[config.mk]
export PLATFORM = sky130hd
export DESIGN_NAME = ntc_thermistor_temperature
export DESIGN_NICKNAME = d
export VERILOG_FILES = /design/src/rtl/ntc_pkg.sv /design/src/rtl/ntc_thermistor_temperature.sv /design/src/rtl/ntc_dp.sv /design/src/rtl/ntc_ctrl.sv
export SDC_FILE = /design/constraint.sdc
export NUM_CORES = 1
export LEC_CHECK = 0
export BUFFER_PORTS_ARGS = -buffer_cell sky130_fd_sc_hd__buf_4
export CELL_PAD_IN_SITES_DETAIL_PLACEMENT = 2
export CELL_PAD_IN_SITES_GLOBAL_PLACEMENT = 2
export CORE_MARGIN = 5
export CORE_UTILIZATION = 40
export CTS_CLUSTER_SIZE = 10
export DETAILED_ROUTE_END_ITERATION = 16
export PLACE_DENSITY_LB_ADDON = 0.1
export SKIP_CTS_REPAIR_TIMING = 1
export SLEW_MARGIN = 20
export SYNTH_ARGS = -nofsm -noshare
export SYNTH_HDL_FRONTEND = slang
export SYNTH_SLANG_ARGS = --single-unit
[constraint.sdc]
create_clock -name clk -period 8.03 [get_ports clk]
set_clock_uncertainty 0.15 [all_clocks]
set_input_delay 0.803 -clock clk [delete_from_list [all_inputs] [get_ports clk]]
set_output_delay 0.803 -clock clk [all_outputs]
set_load 0.005 [all_outputs]
[src/rtl/ntc_pkg.sv]
// Shared types, constants and the fixed resistance table for the NTC temperature block.
`default_nettype none

package ntc_pkg;

  // Fixed field widths
  localparam int ADC_W      = 10;
  localparam int RES_W      = 16;
  localparam int TEMP_W     = 9;
  localparam int ST_W       = 2;
  localparam int LIMIT_W    = 10;
  localparam int OFFSET_W   = 7;
  localparam int CFG_IDX_W  = 2;
  localparam int CFG_DATA_W = 16;
  localparam int TBL_IDX_W  = 8;   // index width of the table function (up to 256 entries)
  localparam int FIXED_N    = 100;
  localparam int FIXED_IDX_W = 7;

  // Configuration register indexes
  localparam logic [CFG_IDX_W-1:0] CFG_REFERENCE = 2'd0;
  localparam logic [CFG_IDX_W-1:0] CFG_LIMIT     = 2'd1;
  localparam logic [CFG_IDX_W-1:0] CFG_OFFSET    = 2'd2;

  // Configuration reset values
  localparam logic [RES_W-1:0]    REF_RST    = 16'd24000;
  localparam logic [LIMIT_W-1:0]  LIMIT_RST  = 10'd1000;
  localparam logic [OFFSET_W-1:0] OFFSET_RST = 7'd9;

  // Status codes
  localparam logic [ST_W-1:0] ST_OK    = 2'd0;
  localparam logic [ST_W-1:0] ST_FAULT = 2'd1;
  localparam logic [ST_W-1:0] ST_BELOW = 2'd2;
  localparam logic [ST_W-1:0] ST_ABOVE = 2'd3;

  // Special temperature codes
  localparam logic signed [TEMP_W-1:0] TEMP_FAULT = 9'sd160;
  localparam logic signed [TEMP_W-1:0] TEMP_BELOW = -9'sd99;
  localparam logic signed [TEMP_W-1:0] TEMP_ABOVE = 9'sd150;

  localparam logic [RES_W-1:0] RES_MAX = 16'hFFFF;

  // Thermistor resistance in ohms for table indexes 0 to 99, descending
  localparam logic [RES_W-1:0] FIXED_TBL [FIXED_N] = '{
    16'd28017, 16'd26826, 16'd25697, 16'd24629, 16'd23618,
    16'd22660, 16'd21752, 16'd20892, 16'd20075, 16'd19299,
    16'd18560, 16'd18482, 16'd18149, 16'd17632, 16'd16992,
    16'd16280, 16'd15535, 16'd14787, 16'd14055, 16'd13354,
    16'd12690, 16'd12068, 16'd11490, 16'd10954, 16'd10458,
    16'd10000, 16'd9576,  16'd9184,  16'd8819,  16'd8478,
    16'd8160,  16'd7861,  16'd7579,  16'd7311,  16'd7056,
    16'd6813,  16'd6581,  16'd6357,  16'd6142,  16'd5934,
    16'd5734,  16'd5541,  16'd5353,  16'd5173,  16'd4998,
    16'd4829,  16'd4665,  16'd4507,  16'd4355,  16'd4208,
    16'd4065,  16'd3927,  16'd3794,  16'd3664,  16'd3538,
    16'd3415,  16'd3294,  16'd3175,  16'd3058,  16'd2941,
    16'd2825,  16'd2776,  16'd2718,  16'd2652,  16'd2582,
    16'd2508,  16'd2432,  16'd2356,  16'd2280,  16'd2207,
    16'd2135,  16'd2066,  16'd2000,  16'd1938,  16'd1879,
    16'd1823,  16'd1770,  16'd1720,  16'd1673,  16'd1628,
    16'd1586,  16'd1546,  16'd1508,  16'd1471,  16'd1435,
    16'd1401,  16'd1367,  16'd1334,  16'd1301,  16'd1268,
    16'd1236,  16'd1204,  16'd1171,  16'd1139,  16'd1107,
    16'd1074,  16'd1042,  16'd1010,  16'd979,   16'd948
  };

  // Table entry; positions past the fixed contents read as zero
  function automatic logic [RES_W-1:0] tbl_entry(input logic [TBL_IDX_W-1:0] idx);
    logic [RES_W-1:0] val;
    val = '0;
    if (idx < TBL_IDX_W'(FIXED_N)) begin
      val = FIXED_TBL[idx[FIXED_IDX_W-1:0]];
    end
    return val;
  endfunction

  // Controller to datapath commands
  typedef struct packed {
    logic capture;    // take the accepted sample
    logic mul;        // form product and divisor
    logic prep;       // fault / saturation decision, load divider
    logic div_step;   // one quotient bit
    logic range_chk;  // table range check, search init
    logic probe;      // one binary search probe
    logic load_out;   // load the result register
  } ntc_cmd_t;

  // Datapath to controller status
  typedef struct packed {
    logic fault;
    logic sat;
    logic range_ok;
    logic srch_done;
  } ntc_stat_t;

endpackage

`default_nettype wire

[src/rtl/ntc_thermistor_temperature.sv]
// Top level of the NTC thermistor ADC-to-temperature converter.
//
//   channel  direction  handshake             payload
//   in       input      in_valid / in_stall   in_adc_sample
//   out      output     out_valid / out_stall out_temperature, out_resistance_ohms, out_status
//   cfg      input      cfg_wr_en             cfg_index, cfg_wdata
//
// A request on a sensor fault goes from the product straight to the result; otherwise it runs
// the bit-per-cycle divider, the table range check and, when in range, a binary search of at
// most floor(log2(TABLE_DEPTH))+1 probes (7 for the 100-entry table) before the result.
// A saturated resistance skips the divider.
// Synchronous active-low reset; configuration comes up at its reset values.
// A held result waits in the output register while the next request is worked on; that
// request then waits in its last cycle until the output register frees up.
`default_nettype none

module ntc_thermistor_temperature #(
  parameter int TABLE_DEPTH    = 100,
  parameter int ADC_FULL_SCALE = 1024
) (
  input  logic                              clk,
  input  logic                              rst_n,
  input  logic                              cfg_wr_en,
  input  logic [ntc_pkg::CFG_IDX_W-1:0]     cfg_index,
  input  logic [ntc_pkg::CFG_DATA_W-1:0]    cfg_wdata,
  input  logic                              in_valid,
  output logic                              in_stall,
  input  logic [ntc_pkg::ADC_W-1:0]         in_adc_sample,
  output logic                              out_valid,
  input  logic                              out_stall,
  output logic signed [ntc_pkg::TEMP_W-1:0] out_temperature,
  output logic [ntc_pkg::RES_W-1:0]         out_resistance_ohms,
  output logic [ntc_pkg::ST_W-1:0]          out_status
);
  import ntc_pkg::*;

  ntc_cmd_t  cmd;
  ntc_stat_t stat;

  ntc_ctrl u_ctrl (
    .clk       (clk),
    .rst_n     (rst_n),
    .in_valid  (in_valid),
    .in_stall  (in_stall),
    .out_valid (out_valid),
    .out_stall (out_stall),
    .stat      (stat),
    .cmd       (cmd)
  );

  ntc_dp #(
    .TABLE_DEPTH    (TABLE_DEPTH),
    .ADC_FULL_SCALE (ADC_FULL_SCALE)
  ) u_dp (
    .clk                 (clk),
    .rst_n               (rst_n),
    .cfg_wr_en           (cfg_wr_en),
    .cfg_index           (cfg_index),
    .cfg_wdata           (cfg_wdata),
    .in_adc_sample       (in_adc_sample),
    .cmd                 (cmd),
    .stat                (stat),
    .out_temperature     (out_temperature),
    .out_resistance_ohms (out_resistance_ohms),
    .out_status          (out_status)
  );

endmodule

`default_nettype wire

[src/rtl/ntc_dp.sv]
// Datapath: config registers, multiplier, restoring divider, table search and result register.
`default_nettype none

module ntc_dp #(
  parameter int TABLE_DEPTH    = 100,
  parameter int ADC_FULL_SCALE = 1024
) (
  input  logic                                  clk,
  input  logic                                  rst_n,
  input  logic                                  cfg_wr_en,
  input  logic [ntc_pkg::CFG_IDX_W-1:0]         cfg_index,
  input  logic [ntc_pkg::CFG_DATA_W-1:0]        cfg_wdata,
  input  logic [ntc_pkg::ADC_W-1:0]             in_adc_sample,
  input  ntc_pkg::ntc_cmd_t                     cmd,
  output ntc_pkg::ntc_stat_t                    stat,
  output logic signed [ntc_pkg::TEMP_W-1:0]     out_temperature,
  output logic [ntc_pkg::RES_W-1:0]             out_resistance_ohms,
  output logic [ntc_pkg::ST_W-1:0]              out_status
);
  import ntc_pkg::*;

  localparam int IDX_W  = $clog2(TABLE_DEPTH);
  localparam int CNT_W  = $clog2(TABLE_DEPTH + 1);
  localparam int DEN_W  = $clog2(ADC_FULL_SCALE + 1);
  localparam int PROD_W = RES_W + ADC_W;
  localparam logic [RES_W-1:0] T_FIRST = tbl_entry('0);
  localparam logic [RES_W-1:0] T_LAST  = tbl_entry(TBL_IDX_W'(TABLE_DEPTH - 1));

  // Configuration registers
  logic [RES_W-1:0]    ref_r;
  logic [LIMIT_W-1:0]  limit_r;
  logic [OFFSET_W-1:0] offset_r;

  always_ff @(posedge clk) begin
    if (!rst_n) begin
      ref_r    <= REF_RST;
      limit_r  <= LIMIT_RST;
      offset_r <= OFFSET_RST;
    end else if (cfg_wr_en) begin
      case (cfg_index)
        CFG_REFERENCE: ref_r    <= cfg_wdata;
        CFG_LIMIT:     limit_r  <= cfg_wdata[LIMIT_W-1:0];
        CFG_OFFSET:    offset_r <= cfg_wdata[OFFSET_W-1:0];
        default: ;
      endcase
    end
  end

  // Working registers
  logic [ADC_W-1:0]  adc_r;
  logic [PROD_W-1:0] prod_r;
  logic [DEN_W-1:0]  den_r;
  logic [DEN_W-1:0]  rem_r;
  logic [RES_W-1:0]  res_r;   // dividend low bits, shifted out as quotient bits come in
  logic [ST_W-1:0]   st_r;
  logic [CNT_W-1:0]  left_r;
  logic [CNT_W-1:0]  hi_r;    // one past the right bound
  logic [IDX_W-1:0]  mid_r;
  logic              found_r;

  // Per-sample decisions
  logic [ADC_W-1:0] num_hi;
  logic [31:0]      den_full;
  logic             full_scale;
  logic             fault;
  logic             sat;
  assign num_hi     = prod_r[PROD_W-1:RES_W];
  assign den_full   = 32'(ADC_FULL_SCALE) - {{(32-ADC_W){1'b0}}, adc_r};
  assign full_scale = {{(32-ADC_W){1'b0}}, adc_r} >= 32'(ADC_FULL_SCALE);
  assign fault      = adc_r > limit_r;
  assign sat        = full_scale ||
                      ({{(32-ADC_W){1'b0}}, num_hi} >= {{(32-DEN_W){1'b0}}, den_r});

  // Divider step
  logic [DEN_W:0] rem_sh;
  logic           q_bit;
  assign rem_sh = {rem_r, res_r[RES_W-1]};
  assign q_bit  = rem_sh >= {1'b0, den_r};

  // Search probe
  logic [CNT_W:0]     mid_sum;
  logic [IDX_W-1:0]   mid_calc;
  logic [RES_W-1:0]   entry;
  logic               searching;
  assign mid_sum   = {1'b0, left_r} + {1'b0, hi_r} - (CNT_W + 1)'(1);
  assign mid_calc  = IDX_W'(mid_sum >> 1);
  assign entry     = tbl_entry(TBL_IDX_W'(mid_calc));
  assign searching = (left_r < hi_r) && !found_r;

  assign stat.fault     = fault;
  assign stat.sat       = sat;
  assign stat.range_ok  = !(res_r > T_FIRST) && !(res_r < T_LAST);
  assign stat.srch_done = !searching;

  // Sample, product, divide and search
  always_ff @(posedge clk) begin
    if (cmd.capture) begin
      adc_r <= in_adc_sample;
    end
    if (cmd.mul) begin
      prod_r <= PROD_W'(ref_r) * PROD_W'(adc_r);
      den_r  <= den_full[DEN_W-1:0];
      st_r   <= ST_OK;
    end
    if (cmd.prep) begin
      if (fault) begin
        st_r  <= ST_FAULT;
        res_r <= '0;
      end else if (sat) begin
        res_r <= RES_MAX;
      end else begin
        rem_r <= DEN_W'(num_hi);
        res_r <= prod_r[RES_W-1:0];
      end
    end
    if (cmd.div_step) begin
      rem_r <= q_bit ? DEN_W'(rem_sh - {1'b0, den_r}) : DEN_W'(rem_sh);
      res_r <= {res_r[RES_W-2:0], q_bit};
    end
    if (cmd.range_chk) begin
      if (res_r > T_FIRST) begin
        st_r <= ST_BELOW;
      end else if (res_r < T_LAST) begin
        st_r <= ST_ABOVE;
      end
      left_r  <= '0;
      hi_r    <= CNT_W'(TABLE_DEPTH);
      mid_r   <= '0;
      found_r <= 1'b0;
    end
    if (cmd.probe && searching) begin
      mid_r <= mid_calc;
      if (res_r == entry) begin
        found_r <= 1'b1;
      end else if (res_r > entry) begin
        hi_r <= CNT_W'(mid_calc);
      end else begin
        left_r <= CNT_W'(mid_calc) + CNT_W'(1);
      end
    end
  end

  // Result register
  always_ff @(posedge clk) begin
    if (cmd.load_out) begin
      out_resistance_ohms <= res_r;
      out_status          <= st_r;
      case (st_r)
        ST_FAULT: out_temperature <= TEMP_FAULT;
        ST_BELOW: out_temperature <= TEMP_BELOW;
        ST_ABOVE: out_temperature <= TEMP_ABOVE;
        default:  out_temperature <= TEMP_W'(mid_r) - TEMP_W'(offset_r);
      endcase
    end
  end

endmodule

`default_nettype wire

[src/rtl/ntc_ctrl.sv]
// Controller: sequences multiply, divide, range check and search for one request.
`default_nettype none

module ntc_ctrl (
  input  logic               clk,
  input  logic               rst_n,
  input  logic               in_valid,
  output logic               in_stall,
  output logic               out_valid,
  input  logic               out_stall,
  input  ntc_pkg::ntc_stat_t stat,
  output ntc_pkg::ntc_cmd_t  cmd
);
  import ntc_pkg::*;

  localparam int QUO_W   = RES_W;
  localparam int DCNT_W  = $clog2(QUO_W);

  typedef enum logic [2:0] {
    S_IDLE, S_MUL, S_PREP, S_DIV, S_RANGE, S_SRCH, S_FIN
  } state_t;

  state_t            state_r, state_nxt;
  logic [DCNT_W-1:0] cnt_r, cnt_nxt;
  logic              in_stall_r;
  logic              out_valid_r;
  logic              accept;
  logic              load;

  assign accept    = in_valid && !in_stall_r;
  assign load      = (state_r == S_FIN) && (!out_valid_r || !out_stall);
  assign in_stall  = in_stall_r;
  assign out_valid = out_valid_r;

  // Commands
  always_comb begin
    cmd           = '0;
    cmd.capture   = (state_r == S_IDLE) && accept;
    cmd.mul       = (state_r == S_MUL);
    cmd.prep      = (state_r == S_PREP);
    cmd.div_step  = (state_r == S_DIV);
    cmd.range_chk = (state_r == S_RANGE);
    cmd.probe     = (state_r == S_SRCH);
    cmd.load_out  = load;
  end

  // Next state
  always_comb begin
    state_nxt = state_r;
    cnt_nxt   = cnt_r;
    case (state_r)
      S_IDLE:  if (accept) state_nxt = S_MUL;
      S_MUL:   state_nxt = S_PREP;
      S_PREP: begin
        cnt_nxt = DCNT_W'(QUO_W - 1);
        if (stat.fault) begin
          state_nxt = S_FIN;
        end else if (stat.sat) begin
          state_nxt = S_RANGE;
        end else begin
          state_nxt = S_DIV;
        end
      end
      S_DIV: begin
        cnt_nxt = cnt_r - DCNT_W'(1);
        if (cnt_r == '0) state_nxt = S_RANGE;
      end
      S_RANGE: state_nxt = stat.range_ok ? S_SRCH : S_FIN;
      S_SRCH:  if (stat.srch_done) state_nxt = S_FIN;
      S_FIN:   if (load) state_nxt = S_IDLE;
      default: state_nxt = S_IDLE;
    endcase
  end

  // State and registered outputs
  always_ff @(posedge clk) begin
    if (!rst_n) begin
      state_r     <= S_IDLE;
      cnt_r       <= '0;
      in_stall_r  <= 1'b0;
      out_valid_r <= 1'b0;
    end else begin
      state_r     <= state_nxt;
      cnt_r       <= cnt_nxt;
      in_stall_r  <= (state_nxt != S_IDLE);
      out_valid_r <= load || (out_valid_r && out_stall);
    end
  end

endmodule

`default_nettype wire

==> flow_metrics.env <==
export IMPL_die_width_um=208.7
export IMPL_vias_in_the_first_global_route=14370
export IMPL_clkSlewWorstSetupHoldPaths_ns=0.07
export IMPL_dp_hpwl_mm=40.08
export IMPL_routabilityCongestion=0.8902
export IMPL_synthSimpleGateAreaFrac_pct=17.24
export IMPL_fin_setup_tns_ns=0
export IMPL_initial_utilization_pct=40.66
export IMPL_worstSetupPathType="flop to flop"
export IMPL_first_pass_grt_wire_length_mm=82.11
export IMPL_vias_per_cell=5.611
export IMPL_min_period_over_period_pct=76.63
export IMPL_worst_path_max_delay_cell="sky130_fd_sc_hd__edfxtp_1"
export IMPL_io_buffer_count=61
export IMPL_synthMuxAreaShare_pct=1.625
export IMPL_drt_drc_violations_left=0
export IMPL_worstMarginPinSlew_ns=0.8917
export IMPL_synth_adder_area_share_pct=26.30
export IMPL_worst_hold_path_type="flop to flop"
export IMPL_critical_path_endpoint_type="flop"
export IMPL_synthesis_stage_register_bit_count=167
export IMPL_drive_gt1_share_pct=8.136
export IMPL_start_kind="flop"
export IMPL_finalMaxSlewViolations=0
export IMPL_grt_util_all_layers_pct=23.70
export IMPL_clock_path_buffers=2
export IMPL_yosys_top_cells_area="sky130_fd_sc_hd__edfxtp_1 21%, sky130_fd_sc_hd__fa_1 14%, sky130_fd_sc_hd__ha_1 12%"
export IMPL_postSynthCellCount=1766
export IMPL_final_stage_net_count=2054
export IMPL_ports=62
export IMPL_postSynthNetCount=2063
export IMPL_max_freq_mhz=162.5
export IMPL_h_tree_depth=4
export IMPL_most_common_layout_cells="235 x sky130_fd_sc_hd__nand2_1, 193 x sky130_fd_sc_hd__inv_1, 151 x sky130_fd_sc_hd__ha_1"
export IMPL_unrepaired_setup_endpoints_after_global_routing="no"
export IMPL_cts_root_buffer_cell="sky130_fd_sc_hd__clkbuf_16"
export IMPL_die_height_um=208.7
export IMPL_grt_max_degree=49
export IMPL_timing_critical_path_arrival_ns=6.20
export IMPL_post_synth_instance_area_mm2=0.01579
export IMPL_setup_viol=0
export IMPL_critical_path_most_common_cell="sky130_fd_sc_hd__fa_1"
export IMPL_combinational_family_with_the_most_area_after_synthesis="adder cells"
export IMPL_worst_slew_margin_rel_pct=40.42
export IMPL_yosysWarnings=0
export IMPL_period_minus_slack_ns=6.154
export IMPL_final_wirelength_mm=52.39
export IMPL_synthDominantCellAreaShare_pct=20.54
export IMPL_number_of_enable_flip_flop_cells_after_synthesis=108
export IMPL_synth_async_reset_ratio_pct=0
export IMPL_wl_per_cell_um=22.90
export IMPL_run_status="finished, final reports clean"
export IMPL_clock_sink_count=167
export IMPL_crit_family="adder cells"
export IMPL_worst_ep_required_time_ns=8.07
export IMPL_grt_antenna_before_repair=0
export IMPL_timing_critical_path_buf_inv=2
export IMPL_synth_top_area_cell="sky130_fd_sc_hd__edfxtp_1"
export IMPL_max_cap_violations=0
export IMPL_core_rowCount=72
export IMPL_synth_compound_gate_area_share_pct=15.95
export IMPL_series_of_cell_instances_along_the_critical_path="and2_1, fa_1, fa_1, fa_1, fa_1, inv_1, fa_1, inv_1, ha_1, a22o_1, nor4_1, a31o_2, a22o_1, o21ai_0, xnor2_1"
export IMPL_ant_nets=0
export IMPL_dr_first_iter_drc_count=616
export IMPL_synth_cell_types=81
export IMPL_worst_path_max_fanout=21
export IMPL_floorplan_die_area_mm2=0.04354
export IMPL_placeableCoreArea_mm2=0.03883
export IMPL_synth_seq_area_share_pct=28.03
export IMPL_synthXorXnorAreaFrac_pct=3.281
export IMPL_area_growth_synth_to_final_pct=8.924
export IMPL_clock_tree_from_tritoncts="done"
export IMPL_timing_critical_path_slowest_cell_delay_ns=0.94
export IMPL_syn_area_per_cell_um2=8.939
export IMPL_postSynth_topFlopCell="sky130_fd_sc_hd__edfxtp_1"
export IMPL_insertedDiodeCount=0
export IMPL_clock_latency_ns=0.45
export IMPL_vias=12840
export IMPL_cts_buf_count=17
export IMPL_global_route_congestion_overflow_total=0
export IMPL_first_pass_iters=5
export IMPL_final_hold_viol_count=0
export IMPL_most_frequent_standard_cell_in_the_layout_excluding_fill_and_tap_cells="sky130_fd_sc_hd__nand2_1"
[worst paths after layout]
path,to,slack (ns),startpoint,cells past startpoint
max reg2reg,u_dp.prod_r[25],1.88,u_dp.adc_r[4],15
max,u_dp.prod_r[25],1.88,u_dp.adc_r[4],15
min,u_dp.hi_r[3],0.32,u_dp.hi_r[3],2
min reg2reg,u_dp.hi_r[3],0.32,u_dp.hi_r[3],2
[cell type report]
| cell class | instances | area [um2] |
|---|---|---|
| Fill cell | 4226 | 21630 |
| Inverter | 195 | 732.0 |
| Tap cell | 518 | 648.1 |
| Sequential cell | 167 | 4424 |
| Clock inverter | 12 | 91.34 |
| Clock buffer | 20 | 446.7 |
| Multi-Input combinational cell | 1297 | 10240 |
| Timing Repair Buffer | 79 | 613.1 |
[worst min-delay path, stage by stage, from the launching register on]
cell                      delay, ns
sky130_fd_sc_hd__dfxtp_1       0.31
sky130_fd_sc_hd__nand2_1       0.05
sky130_fd_sc_hd__mux2i_1       0.06
[synthesized netlist by cell type (17+ instances only)]
cell,instances
sky130_fd_sc_hd__nand2_1,235
sky130_fd_sc_hd__inv_1,193
sky130_fd_sc_hd__ha_1,151
sky130_fd_sc_hd__fa_1,113
sky130_fd_sc_hd__a21oi_1,108
sky130_fd_sc_hd__edfxtp_1,108
sky130_fd_sc_hd__nor2_1,97
sky130_fd_sc_hd__and2_1,85
sky130_fd_sc_hd__clkbuf_1,76
sky130_fd_sc_hd__o21ai_0,70
sky130_fd_sc_hd__dfxtp_1,59
sky130_fd_sc_hd__nand3_1,49
sky130_fd_sc_hd__a21o_1,37
sky130_fd_sc_hd__xnor2_1,30
sky130_fd_sc_hd__nor3_1,25
sky130_fd_sc_hd__o211ai_1,23
sky130_fd_sc_hd__mux2i_1,20
sky130_fd_sc_hd__buf_2,18
sky130_fd_sc_hd__nor2b_1,18
sky130_fd_sc_hd__xor2_1,18
sky130_fd_sc_hd__a21boi_0,17
[through the flow]
step           hold slack [ns]  worst slack, ns  std cells  util [%]  instance area [um2]
6_report                0.3222            1.876       2288     44.29                17200
5_1_grt                 0.3420            1.511       2288     44.29                17200
4_1_cts                 0.3306            1.824       2286     44.18                17150
3_5_place_dp            0.3148            1.857       2254     42.79                16620
3_3_place_gp            0.3025            2.006       2254     42.79                16620
2_1_floorplan           0.2705            2.438       1766         -                15790
[cells by family (layout without fill, tap and decap cells)]
| family | Yosys count | count (layout) |
|---|---|---|
| adders and majority gates | 264 | 264 |
| DFF | 167 | 167 |
| xor gates and xnor gates | 54 | 54 |
| and+or+nand+nor | 574 | 574 |
| buffers and inverters | 302 | 306 |
| muxes | 23 | 23 |
| AOI/OAI and AO/OA | 382 | 382 |
[state kept, by name, indices dropped and copies added, names as in the netlist, 4 cells and up]
| register | count |
|---|---|
| u_dp.res_r | 16 |
| u_dp.out_temperature | 9 |
| u_dp.rem_r | 11 |
| u_ctrl.cnt_r | 4 |
| u_dp.mid_r | 7 |
| u_dp.left_r | 7 |
| u_dp.out_resistance_ohms | 16 |
| u_dp.offset_r | 7 |
| u_dp.hi_r | 7 |
| u_dp.prod_r | 26 |
| u_dp.den_r | 11 |
| u_dp.ref_r | 16 |
| u_dp.limit_r | 10 |
| u_dp.adc_r | 10 |
[layer usage]
layer	wire length (um)	track usage (%)
met5	0	0
met4	1170	6.571
met3	1188	2.849
met2	28210	44.45
met1	21820	28.62
Power is not shown: default switching activity piles up to over one toggle a cycle in this logic, so the estimate is an artifact.
